$ cat config.mk
export PLATFORM = sky130hd
export DESIGN_NAME = message_slot_table_with_aging
export DESIGN_NICKNAME = d
export VERILOG_FILES = /design/src/rtl/mst_pkg.sv /design/src/rtl/message_slot_table_with_aging.sv /design/src/rtl/mst_mem.sv
export SDC_FILE = /design/constraint.sdc
export NUM_CORES = 2
export LEC_CHECK = 0
export BUFFER_PORTS_ARGS = -buffer_cell sky130_fd_sc_hd__buf_2
export CAP_MARGIN = 20
export CORE_MARGIN = 5
export CORE_UTILIZATION = 60
export DETAILED_ROUTE_END_ITERATION = 16
export GPL_TIMING_DRIVEN = 0
export PLACE_DENSITY = 0.77
export SLEW_MARGIN = 20
export SYNTH_ARGS = -nofsm -noshare
export SYNTH_HDL_FRONTEND = slang
export SYNTH_SLANG_ARGS = --single-unit
$ cat constraint.sdc
create_clock -name clock -period 25.8 [get_ports clock]
set_input_delay 2.58 -clock clock [delete_from_list [all_inputs] [get_ports clock]]
set_output_delay 2.58 -clock clock [all_outputs]
set_load 0.01 [all_outputs]
$ cat src/rtl/mst_pkg.sv
// mst_pkg: shared types and codes for the message slot table
// no dependencies
package mst_pkg;

   localparam logic [3:0] OP_ADD_IN   = 4'd0;
   localparam logic [3:0] OP_QUEUE    = 4'd1;
   localparam logic [3:0] OP_SET      = 4'd2;
   localparam logic [3:0] OP_MARK     = 4'd3;
   localparam logic [3:0] OP_READ     = 4'd4;
   localparam logic [3:0] OP_TICK     = 4'd5;
   localparam logic [3:0] OP_PENDING  = 4'd6;
   localparam logic [3:0] OP_PURGE    = 4'd7;
   localparam logic [3:0] OP_CLEAR    = 4'd8;

   localparam logic [2:0] ST_EXPIRED   = 3'd0;
   localparam logic [2:0] ST_QUEUED    = 3'd1;
   localparam logic [2:0] ST_SENDING   = 3'd2;
   localparam logic [2:0] ST_DELIVERED = 3'd3;
   localparam logic [2:0] ST_FAILED    = 3'd4;

   localparam logic [1:0] RS_OK   = 2'd0;
   localparam logic [1:0] RS_DUP  = 2'd1;
   localparam logic [1:0] RS_NONE = 2'd2;

   localparam logic [1:0] CSR_EXPIRE = 2'd0;
   localparam logic [1:0] CSR_RETRY  = 2'd1;
   localparam logic [1:0] CSR_BURN   = 2'd2;

   // one table entry as stored in the memory
   typedef struct packed {
      logic [31:0] id;
      logic [31:0] sender;
      logic [31:0] dest;
      logic [31:0] stamp;
      logic [31:0] expiry;
      logic [7:0]  flags;
      logic        rd;
      logic        inc;
      logic [2:0]  st;
   } entry_type;

endpackage

$ cat src/rtl/message_slot_table_with_aging.sv
// Message table of SLOTS entries held in one synchronous memory, one operation at a time.
// Add scans for duplicates and an eviction slot; tick, purge and the unread recount each
// sweep the occupied entries through the single read port one address a cycle, and clear
// and purge zero the freed entries one a cycle. The input channel is not ready while an
// operation is in flight or its result waits. After reset a clearing pass zeroes every
// slot before the first item is taken.
// depends on mst_pkg, mst_mem
module message_slot_table_with_aging #(
   parameter int SLOTS = 16
) (
   input  logic        clock,
   input  logic        reset,
   input  logic        req_valid,
   output logic        req_ready,
   input  logic [3:0]  req_operation,
   input  logic [31:0] req_now_ms,
   input  logic [31:0] req_peer_id,
   input  logic [31:0] req_message_id,
   input  logic [7:0]  req_message_flags,
   input  logic [3:0]  req_slot_index,
   input  logic [2:0]  req_new_state,
   output logic        rsp_valid,
   input  logic        rsp_ready,
   output logic [1:0]  rsp_status,
   output logic [3:0]  rsp_result_slot,
   output logic [31:0] rsp_entry_msg_id,
   output logic [31:0] rsp_entry_sender,
   output logic [31:0] rsp_entry_dest,
   output logic [2:0]  rsp_entry_state,
   output logic [7:0]  rsp_entry_flags,
   output logic        rsp_entry_incoming,
   output logic        rsp_entry_read,
   output logic [4:0]  rsp_used_count,
   output logic [4:0]  rsp_unread_total,
   input  logic        csr_valid,
   output logic        csr_ready,
   input  logic [1:0]  csr_index,
   input  logic [31:0] csr_data
);

   localparam int AW = (SLOTS > 1) ? $clog2(SLOTS) : 1;
   localparam int CW = $clog2(SLOTS + 1);

   // sequencer states
   localparam logic [3:0] S_INIT   = 4'd0;
   localparam logic [3:0] S_IDLE   = 4'd1;
   localparam logic [3:0] S_SCAN   = 4'd2;
   localparam logic [3:0] S_SCANW  = 4'd3;
   localparam logic [3:0] S_PICK   = 4'd4;
   localparam logic [3:0] S_WRITE  = 4'd5;
   localparam logic [3:0] S_PURGE  = 4'd6;
   localparam logic [3:0] S_WIPE   = 4'd7;
   localparam logic [3:0] S_COUNT  = 4'd8;
   localparam logic [3:0] S_DONE   = 4'd9;
   localparam logic [3:0] S_RSP    = 4'd10;
   localparam logic [3:0] S_SINGLE = 4'd11;

   logic [3:0]  state_ff, state_in;
   logic [CW-1:0] ptr_ff, ptr_in;     // address being read
   logic [CW-1:0] wp_ff, wp_in;       // purge write pointer
   logic        pend_ff, pend_in;     // read data valid this cycle
   logic [AW-1:0] pidx_ff, pidx_in;   // address of data in flight
   logic [CW-1:0] occ_ff, occ_in;
   logic [31:0] serial_ff, serial_in;
   logic [31:0] expire_ff;
   logic [7:0]  retry_ff, burn_ff;
   logic [4:0]  unread_ff, unread_in;
   logic        found_ff, found_in;
   logic [AW-1:0] best_ff, best_in;
   logic [31:0] best_ts_ff, best_ts_in;
   logic        exp_found_ff, exp_found_in;

   // latched request
   logic [3:0]  op_ff;
   logic [31:0] now_ff, peer_ff, mid_ff;
   logic [7:0]  fl_ff;
   logic [3:0]  idx_ff;
   logic [2:0]  ns_ff;

   // result register
   logic [1:0]  r_status_ff, r_status_in;
   logic [3:0]  r_slot_ff, r_slot_in;
   mst_pkg::entry_type r_ent_ff, r_ent_in;

   logic        wr_en;
   logic [AW-1:0] wr_addr, rd_addr;
   mst_pkg::entry_type wr_data, rd_data, cur;

   mst_mem #(.SLOTS(SLOTS), .AW(AW)) u_mem (
      .clock(clock), .wr_en(wr_en), .wr_addr(wr_addr), .wr_data(wr_data),
      .rd_addr(rd_addr), .rd_data(rd_data)
   );

   assign req_ready = (state_ff == S_IDLE);
   assign csr_ready = 1'b1;
   assign cur = rd_data;

   // configuration registers
   always_ff @(posedge clock) begin
      if (reset) begin
         expire_ff <= 32'd300000;
         retry_ff  <= 8'd3;
         burn_ff   <= 8'd1;
      end else if (csr_valid) begin
         case (csr_index)
            mst_pkg::CSR_EXPIRE: expire_ff <= csr_data;
            mst_pkg::CSR_RETRY:  retry_ff  <= csr_data[7:0];
            mst_pkg::CSR_BURN:   burn_ff   <= csr_data[7:0];
            default: ;
         endcase
      end
   end

   // request latch
   always_ff @(posedge clock) begin
      if (req_valid && req_ready) begin
         op_ff  <= req_operation;
         now_ff <= req_now_ms;
         peer_ff <= req_peer_id;
         mid_ff <= req_message_id;
         fl_ff  <= req_message_flags;
         idx_ff <= req_slot_index;
         ns_ff  <= req_new_state;
      end
   end

   logic last_rd;
   logic cur_unread;
   logic [2:0] tick_st;
   mst_pkg::entry_type new_ent;

   // new entry for add and queue
   always_comb begin
      new_ent = '0;
      new_ent.stamp  = now_ff;
      new_ent.expiry = now_ff + expire_ff;
      new_ent.flags  = fl_ff;
      if (op_ff == mst_pkg::OP_ADD_IN) begin
         new_ent.id = mid_ff;
         new_ent.sender = peer_ff;
         new_ent.st = mst_pkg::ST_DELIVERED;
         new_ent.inc = 1'b1;
      end else begin
         new_ent.id = serial_ff + 32'd1;
         new_ent.dest = peer_ff;
         new_ent.st = mst_pkg::ST_QUEUED;
         new_ent.rd = 1'b1;
      end
   end

   // aging rule for one entry
   always_comb begin
      tick_st = cur.st;
      if (cur.st != mst_pkg::ST_EXPIRED) begin
         if (now_ff > cur.expiry) tick_st = mst_pkg::ST_EXPIRED;
         else if (((cur.flags & burn_ff) != 8'd0) && cur.rd && cur.inc)
            tick_st = mst_pkg::ST_EXPIRED;
         else if (!cur.inc && cur.st == mst_pkg::ST_QUEUED)
            tick_st = (retry_ff != 8'd0) ? mst_pkg::ST_SENDING : mst_pkg::ST_FAILED;
      end
   end

   assign cur_unread = cur.inc && !cur.rd && (cur.st != mst_pkg::ST_EXPIRED);

   // sequencer
   always_comb begin
      state_in = state_ff;
      ptr_in = ptr_ff;
      wp_in = wp_ff;
      pend_in = 1'b0;
      pidx_in = pidx_ff;
      occ_in = occ_ff;
      serial_in = serial_ff;
      unread_in = unread_ff;
      found_in = found_ff;
      best_in = best_ff;
      best_ts_in = best_ts_ff;
      exp_found_in = exp_found_ff;
      r_status_in = r_status_ff;
      r_slot_in = r_slot_ff;
      r_ent_in = r_ent_ff;
      wr_en = 1'b0;
      wr_addr = pidx_ff;
      wr_data = cur;
      rd_addr = ptr_ff[AW-1:0];
      last_rd = (ptr_ff + CW'(1) >= occ_ff);
      case (state_ff)
         S_INIT: begin
            wr_en = 1'b1;
            wr_addr = ptr_ff[AW-1:0];
            wr_data = '0;
            ptr_in = ptr_ff + CW'(1);
            if (ptr_ff == CW'(SLOTS - 1)) state_in = S_IDLE;
         end
         S_IDLE: begin
            if (req_valid) begin
               ptr_in = '0;
               wp_in = '0;
               found_in = 1'b0;
               exp_found_in = 1'b0;
               best_in = '0;
               best_ts_in = 32'hFFFFFFFF;
               r_status_in = mst_pkg::RS_OK;
               r_slot_in = '0;
               r_ent_in = '0;
               case (req_operation)
                  mst_pkg::OP_ADD_IN, mst_pkg::OP_QUEUE, mst_pkg::OP_TICK,
                  mst_pkg::OP_PENDING, mst_pkg::OP_PURGE:
                     state_in = S_SCAN;
                  mst_pkg::OP_SET, mst_pkg::OP_MARK, mst_pkg::OP_READ: begin
                     if (CW'(req_slot_index) >= occ_ff || 32'(req_slot_index) >= SLOTS
                         || (req_operation == mst_pkg::OP_SET
                             && req_new_state > mst_pkg::ST_FAILED)) begin
                        r_status_in = mst_pkg::RS_NONE;
                        state_in = S_COUNT;
                     end else begin
                        ptr_in = CW'(req_slot_index);
                        state_in = S_SINGLE;
                     end
                  end
                  mst_pkg::OP_CLEAR: begin
                     occ_in = '0;
                     state_in = S_WIPE;
                  end
                  default: state_in = S_COUNT;
               endcase
            end
         end
         S_SINGLE: begin
            // issue read of addressed slot
            pend_in = 1'b1;
            pidx_in = ptr_ff[AW-1:0];
            state_in = S_SCANW;
         end
         S_SCAN: begin
            // stream reads of slots, process each slot's data in the cycle after its read
            if (pend_ff) begin
               case (op_ff)
                  mst_pkg::OP_ADD_IN, mst_pkg::OP_QUEUE: begin
                     if (op_ff == mst_pkg::OP_ADD_IN && cur.id == mid_ff
                         && cur.sender == peer_ff) found_in = 1'b1;
                     if (!exp_found_ff) begin
                        if (cur.st == mst_pkg::ST_EXPIRED) begin
                           exp_found_in = 1'b1;
                           best_in = pidx_ff;
                        end else if (cur.stamp < best_ts_ff) begin
                           best_ts_in = cur.stamp;
                           best_in = pidx_ff;
                        end
                     end
                  end
                  mst_pkg::OP_TICK: begin
                     wr_en = 1'b1;
                     wr_data = cur;
                     wr_data.st = tick_st;
                  end
                  mst_pkg::OP_PENDING: begin
                     if (!found_ff && !cur.inc && cur.st == mst_pkg::ST_SENDING) begin
                        found_in = 1'b1;
                        r_slot_in = 4'(pidx_ff);
                        r_ent_in = cur;
                     end
                  end
                  mst_pkg::OP_PURGE: begin
                     if (cur.st != mst_pkg::ST_EXPIRED) begin
                        wr_en = 1'b1;
                        wr_addr = wp_ff[AW-1:0];
                        wp_in = wp_ff + CW'(1);
                     end
                  end
                  default: ;
               endcase
            end
            if (ptr_ff < occ_ff && !pend_ff) begin
               // first read
               pend_in = 1'b1;
               pidx_in = ptr_ff[AW-1:0];
               ptr_in = ptr_ff + CW'(1);
            end else if (pend_ff && ptr_ff < occ_ff) begin
               pend_in = 1'b1;
               pidx_in = ptr_ff[AW-1:0];
               ptr_in = ptr_ff + CW'(1);
            end else if (!pend_ff || !last_rd || ptr_ff >= occ_ff) begin
               state_in = S_PICK;
            end
         end
         S_PICK: begin
            case (op_ff)
               mst_pkg::OP_ADD_IN, mst_pkg::OP_QUEUE: begin
                  if (found_ff) begin
                     r_status_in = mst_pkg::RS_DUP;
                     state_in = S_COUNT;
                  end else begin
                     if (occ_ff < CW'(SLOTS)) begin
                        pidx_in = occ_ff[AW-1:0];
                        occ_in = occ_ff + CW'(1);
                     end else begin
                        pidx_in = best_ff;
                     end
                     state_in = S_WRITE;
                  end
               end
               mst_pkg::OP_PENDING: begin
                  if (!found_ff) r_status_in = mst_pkg::RS_NONE;
                  state_in = S_COUNT;
               end
               mst_pkg::OP_PURGE: begin
                  occ_in = wp_ff;
                  ptr_in = wp_ff;
                  state_in = S_WIPE;
               end
               default: state_in = S_COUNT;
            endcase
         end
         S_WRITE: begin
            wr_en = 1'b1;
            wr_addr = pidx_ff;
            wr_data = new_ent;
            if (op_ff == mst_pkg::OP_QUEUE) serial_in = serial_ff + 32'd1;
            r_slot_in = 4'(pidx_ff);
            r_ent_in = new_ent;
            state_in = S_COUNT;
         end
         S_SCANW: begin
            // single slot modify
            wr_en = 1'b1;
            wr_data = cur;
            if (op_ff == mst_pkg::OP_SET) wr_data.st = ns_ff;
            else if (op_ff == mst_pkg::OP_MARK) wr_data.rd = 1'b1;
            r_slot_in = 4'(pidx_ff);
            r_ent_in = wr_data;
            state_in = S_COUNT;
         end
         S_WIPE: begin
            if (ptr_ff < CW'(SLOTS)) begin
               wr_en = 1'b1;
               wr_addr = ptr_ff[AW-1:0];
               wr_data = '0;
               ptr_in = ptr_ff + CW'(1);
            end else begin
               state_in = S_COUNT;
            end
         end
         S_COUNT: begin
            ptr_in = '0;
            unread_in = '0;
            state_in = S_DONE;
         end
         S_DONE: begin
            // recount unread entries, pipelined behind the registered read
            if (pend_ff && cur_unread) unread_in = unread_ff + 5'd1;
            if (ptr_ff < occ_ff) begin
               pend_in = 1'b1;
               ptr_in = ptr_ff + CW'(1);
            end else if (!pend_ff) begin
               state_in = S_RSP;
            end
         end
         S_RSP: begin
            if (rsp_ready) state_in = S_IDLE;
         end
         default: state_in = S_IDLE;
      endcase
   end

   // control and payload registers
   always_ff @(posedge clock) begin
      if (reset) begin
         state_ff <= S_INIT;
         ptr_ff <= '0;
         pend_ff <= 1'b0;
         occ_ff <= '0;
         serial_ff <= '0;
      end else begin
         state_ff <= state_in;
         ptr_ff <= ptr_in;
         pend_ff <= pend_in;
         occ_ff <= occ_in;
         serial_ff <= serial_in;
      end
      wp_ff <= wp_in;
      pidx_ff <= pidx_in;
      unread_ff <= unread_in;
      found_ff <= found_in;
      best_ff <= best_in;
      best_ts_ff <= best_ts_in;
      exp_found_ff <= exp_found_in;
      r_status_ff <= r_status_in;
      r_slot_ff <= r_slot_in;
      r_ent_ff <= r_ent_in;
   end

   assign rsp_valid = (state_ff == S_RSP);
   assign rsp_status = r_status_ff;
   assign rsp_result_slot = r_slot_ff;
   assign rsp_entry_msg_id = r_ent_ff.id;
   assign rsp_entry_sender = r_ent_ff.sender;
   assign rsp_entry_dest = r_ent_ff.dest;
   assign rsp_entry_state = r_ent_ff.st;
   assign rsp_entry_flags = r_ent_ff.flags;
   assign rsp_entry_incoming = r_ent_ff.inc;
   assign rsp_entry_read = r_ent_ff.rd;
   assign rsp_used_count = 5'(occ_ff);
   assign rsp_unread_total = unread_ff;

endmodule

$ cat src/rtl/mst_mem.sv
// mst_mem: entry memory, one write port and one registered read port
// depends on mst_pkg
module mst_mem #(
   parameter int SLOTS = 16,
   parameter int AW = 4
) (
   input  logic                clock,
   input  logic                wr_en,
   input  logic [AW-1:0]       wr_addr,
   input  mst_pkg::entry_type  wr_data,
   input  logic [AW-1:0]       rd_addr,
   output mst_pkg::entry_type  rd_data
);

   mst_pkg::entry_type mem [SLOTS];
   mst_pkg::entry_type rd_data_ff;

   // write and registered read
   always_ff @(posedge clock) begin
      if (wr_en) begin
         mem[wr_addr] <= wr_data;
      end
      rd_data_ff <= mem[rd_addr];
   end

   assign rd_data = rd_data_ff;

endmodule

==> qor.json <==
{
  "dieArea": {"value": 223000, "unit": "um^2"},
  "fin_setup_tns": {"value": 0, "unit": "ps"},
  "area_growth_syn_to_layout": {"value": 16.6, "unit": "%"},
  "pin_count": {"value": 282},
  "synth_top_family_by_area": {"value": "multiplexers"},
  "final_area": {"value": 149000, "unit": "um^2"},
  "tritoncts_num_sinks": {"value": 3314},
  "share_of_final_layout_standard_cells_stronger_than_drive_strength_1": {"value": 28.2, "unit": "%"},
  "gp_congestion": {"value": 0.927},
  "drt_pre_antenna_iters": {"value": 8},
  "synth_area_in_compound_gates": {"value": 3.26, "unit": "%"},
  "sw_frac_of_total": {"value": 31.5, "unit": "%"},
  "shortest_period_the_worst_path_allows": {"value": 5490, "unit": "ps"},
  "globalRoute.busiestLayer": {"value": "met2"},
  "clock-skew-final": {"value": 67.0, "unit": "ps"},
  "power.share.clock": {"value": 26.4, "unit": "%"},
  "synth_fa_ha_area_share": {"value": 1.08, "unit": "%"},
  "path_clk_slew": {"value": 70, "unit": "ps"},
  "synth_largest_area_cell": {"value": "sky130_fd_sc_hd__edfxtp_1"},
  "path_cells": {"value": "clkbuf_1 -> clkbuf_1 -> nor3b_2 -> buf_2"},
  "power.share.sequential": {"value": 45.2, "unit": "%"},
  "rsz0062_at_grt": {"value": "false"},
  "critical_path_data_required_time": {"value": 23220, "unit": "ps"},
  "core_area": {"value": 212000, "unit": "um^2"},
  "cts.htree.levels": {"value": 5},
  "syn-cell-area": {"value": 128000, "unit": "um^2"},
  "ys_seq_elements": {"value": 3314},
  "ant_nets": {"value": 0},
  "postSynthAreaPerCell": {"value": 20.9, "unit": "um^2"},
  "post_cts_resized": {"value": 0},
  "first_global_vias": {"value": 71800},
  "yosys.area.top_type_share": {"value": 71.3, "unit": "%"},
  "report.final.slew_viol_count": {"value": 0},
  "ctsHoldBuffers": {"value": 0},
  "wl_per_cell": {"value": 38.8, "unit": "um"},
  "wire_length_of_the_first_global_routing_pass": {"value": 544, "unit": "mm"},
  "num-nets-final": {"value": 7234},
  "synth-seq-area-share": {"value": 75.5, "unit": "%"},
  "hpwl": {"value": 245, "unit": "mm"},
  "post_synth_num_cell_types": {"value": 70},
  "worstPathMaxFanout": {"value": 10},
  "syn_nets": {"value": 6395},
  "route.final.wire_length": {"value": 391, "unit": "mm"},
  "critical_path.top_delay_family": {"value": "buffers and inverters"},
  "synth.yosys.warnings": {"value": 0},
  "floorplan.die.width": {"value": 472, "unit": "um"},
  "clk_root_buffer_cell": {"value": "sky130_fd_sc_hd__clkbuf_16"},
  "max_slew.worst_pin.slew": {"value": 1270, "unit": "ps"},
  "postCtsSetupBuffers": {"value": 0},
  "crit_type": {"value": "reg2out"},
  "cts_tree": {"value": "done"},
  "antenna_found_initial": {"value": 22},
  "muxShareOfSynthArea": {"value": 15.4, "unit": "%"},
  "async_reset_ff_share": {"value": 0, "unit": "%"},
  "detail_route.vias_per_cell": {"value": 7.16},
  "placement.cell_area": {"value": 138000, "unit": "um^2"},
  "insertion_delay": {"value": 990, "unit": "ps"},
  "synth-edff-count": {"value": 3046},
  "crit_slowest_cell": {"value": "sky130_fd_sc_hd__nor3b_2"},
  "outcome": {"value": "finished, final reports clean"},
  "synth_xor_area_share": {"value": 1.02, "unit": "%"},
  "period_share": {"value": 21.3, "unit": "%"},
  "cp_slowest_stage_delay": {"value": 600, "unit": "ps"},
  "cp.arrival": {"value": 2910, "unit": "ps"},
  "global_route.usage.met1": {"value": 44.7, "unit": "%"},
  "globalRouteMet2Util": {"value": 53.7, "unit": "%"},
  "post_synth_inst_count": {"value": 6131},
  "grtUsageTotal": {"value": 35.0, "unit": "%"},
  "report.power.total": {"value": 18700, "unit": "uW"},
  "n_fill_cell": {"value": 12000},
  "holdCritPathClass": {"value": "reg2reg"},
  "maxClockFrequency": {"value": 0.182, "unit": "GHz"},
  "grtUsageMet3": {"value": 10.8, "unit": "%"},
  "pin_count_of_the_biggest_net_entering_global_routing": {"value": 84},
  "synth_ff_type": {"value": "sky130_fd_sc_hd__edfxtp_1"},
  "drt-initial-drc-count": {"value": 13100},
  "synthTopCellsByArea": {"value": "sky130_fd_sc_hd__edfxtp_1 71%, sky130_fd_sc_hd__mux4_2 15%, sky130_fd_sc_hd__dfxtp_1 4.2%, sky130_fd_sc_hd__a22o_1 1.2%, sky130_fd_sc_hd__ha_1 1.1%"},
  "globalRoute.totalOverflow": {"value": 0},
  "regToRegSetupSlack": {"value": 20520, "unit": "ps"},
  "cap_viol_max_count": {"value": 0},
  "die_span_y": {"value": 472, "unit": "um"},
  "clockBufferDepth": {"value": 4},
  "critical_path.n_buffers_inverters": {"value": 3},
  "comb_power_share": {"value": 28.4, "unit": "%"},
  "simple_logic_cell_fraction_of_the_synthesized_area": {"value": 2.53, "unit": "%"},
  "max-slew-margin-rel": {"value": 15.7, "unit": "%"},
  "cts_inserted_buffers": {"value": 335},
  "final-hold-violation-count": {"value": 0},
  "most_frequent_standard_cell_in_the_layout_excluding_fill_and_tap_cells": {"value": "sky130_fd_sc_hd__edfxtp_1"},
  "count_of_endpoints_failing_setup_in_the_final_report": {"value": 0},
  "crit_top_cell": {"value": "sky130_fd_sc_hd__clkbuf_1"},
  "port_buffers": {"value": 279},
  "start_util": {"value": 60.4, "unit": "%"},
  "drt_drc_violations_left": {"value": 0},
  "route.vias.total": {"value": 72100},
  "crit_path_end_kind": {"value": "primary output"},
  "power.switching": {"value": 5910, "unit": "uW"},
  "fp-row-count": {"value": 169},
  "power.static_leakage": {"value": 0.0495, "unit": "uW"},
  "startpoint_type": {"value": "register"},
  "cellPowerDensity": {"value": 125, "unit": "nW/um^2"},
  "vdd.ir_drop.worst": {"value": 0.000103, "unit": "V"},
  "mostFrequentLayoutCells": {"value": "3046 x sky130_fd_sc_hd__edfxtp_1, 865 x sky130_fd_sc_hd__mux4_2, 340 x sky130_fd_sc_hd__clkbuf_16, 325 x sky130_fd_sc_hd__buf_2, 268 x sky130_fd_sc_hd__dfxtp_1"},
  "p_int": {"value": 12800, "unit": "uW"}
}
layer usage:
metal / vias to the layer above / wire length, um
met2: 6841 / 182000
li1: 27100 / -
met1: 36700 / 127000
met5: - / 49
met4: 8 / 28400
met3: 1395 / 53900
worst reg2reg max path, delay by kind of cell, from the launching register on:
kind,cells,cell delay [ps]
buffers and inverters,6,2100
DFF,1,330
and+or+nand+nor,7,2540
sequential cells by signal (all words and copies together) (netlist names), 5 cells and up:
register and count:
rsp_entry_dest 32, fl_ff 8, ptr_ff 5, serial_ff 32, u_mem.rd_data 173, rsp_entry_msg_id 32
rsp_unread_total 5, best_ts_ff 32, mid_ff 32, retry_ff 8, rsp_used_count 5, now_ff 32
rsp_entry_flags 8, wp_ff 5, rsp_entry_sender 32, u_mem.mem 2768, expire_ff 32, peer_ff 32
burn_ff 8
area by class of cell:
class / instances / area [um^2] / share of cell area (%)
Clock inverter: 172 / 1910 / 1.28
Timing Repair Buffer: 502 / 6380 / 4.27
Tap cell: 2821 / 3530 / 2.36
Buffer: 305 / 1300 / 0.870
Sequential cell: 3314 / 96800 / 64.8
Multi-Input combinational cell: 2419 / 30000 / 20.1
Clock buffer: 426 / 9090 / 6.08
Antenna cell: 16 / 40.0 / 0.0268
Inverter: 93 / 357 / 0.239
metrics by stage:
stage	instances	utilization (%)	hold slack, ps	setup slack [ps]
2_1_floorplan	6131	-	436	14630
3_3_place_gp	9231	62.7	445	4690
3_5_place_dp	9453	65.2	454	20080
4_1_cts	10100	70.3	464	20020
5_1_grt	10100	70.4	485	20250
6_report	10100	70.4	465	20310
cell usage after synthesis, types with 7 or more instances:
cell,count
sky130_fd_sc_hd__edfxtp_1,3046
sky130_fd_sc_hd__o211ai_1,9
sky130_fd_sc_hd__o21ai_0,80
sky130_fd_sc_hd__a21oi_1,111
sky130_fd_sc_hd__xor2_1,73
sky130_fd_sc_hd__clkbuf_1,228
sky130_fd_sc_hd__and3_1,22
sky130_fd_sc_hd__nand3b_1,12
sky130_fd_sc_hd__a31oi_1,12
sky130_fd_sc_hd__nor2b_1,21
sky130_fd_sc_hd__ha_1,109
sky130_fd_sc_hd__and2_1,14
sky130_fd_sc_hd__o21a_1,10
sky130_fd_sc_hd__a21o_1,73
sky130_fd_sc_hd__mux2i_1,22
sky130_fd_sc_hd__nor4_1,12
sky130_fd_sc_hd__dfxtp_1,268
sky130_fd_sc_hd__xnor2_1,77
sky130_fd_sc_hd__buf_2,32
sky130_fd_sc_hd__nand3_1,40
sky130_fd_sc_hd__mux4_2,865
sky130_fd_sc_hd__nand4_1,37
sky130_fd_sc_hd__nor2_1,163
sky130_fd_sc_hd__inv_1,92
sky130_fd_sc_hd__or3_1,18
sky130_fd_sc_hd__nor3_1,30
sky130_fd_sc_hd__nor3b_1,7
sky130_fd_sc_hd__a22oi_1,11
sky130_fd_sc_hd__nand2b_1,47
sky130_fd_sc_hd__a211o_1,20
sky130_fd_sc_hd__buf_1,43
sky130_fd_sc_hd__a211oi_1,25
sky130_fd_sc_hd__nand2_1,254
sky130_fd_sc_hd__a22o_1,179
cells by family after synthesis:
group / count (synthesis)
flip-flops: 3314
multiplexers: 887
AND/OR/NAND/NOR: 691
AO/OA/AOI/OAI: 580
buffers and inverters: 398
XOR/XNOR: 150
adder cells (fa/ha/maj): 110
other: 1
power by group through the flow:
| stage | Combinational, uW | Clock [uW] | Sequential [uW] |
|---|---|---|---|
| after floorplan | 2900 | 0 | 8530 |
| after global placement | 4410 | 0 | 9060 |
| after CTS | 5210 | 4950 | 8450 |
| final | 5320 | 4950 | 8480 |
| after global routing | 5480 | 5200 | 8520 |
| after detailed placement | 5100 | 0 | 8500 |
path summary, 6_finish.rpt:
| path | depth (start not counted) | endpoint | startpoint |
|---|---|---|---|
| setup / recovery | 4 | rsp_valid | state_ff[3] |
| hold / removal | 2 | expire_ff[29] | expire_ff[29] |
| setup reg to reg | 13 | u_mem.mem[2][25] | state_ff[1] |
| hold reg to reg | 2 | expire_ff[29] | expire_ff[29] |
Power figures use the tool's default switching activity.
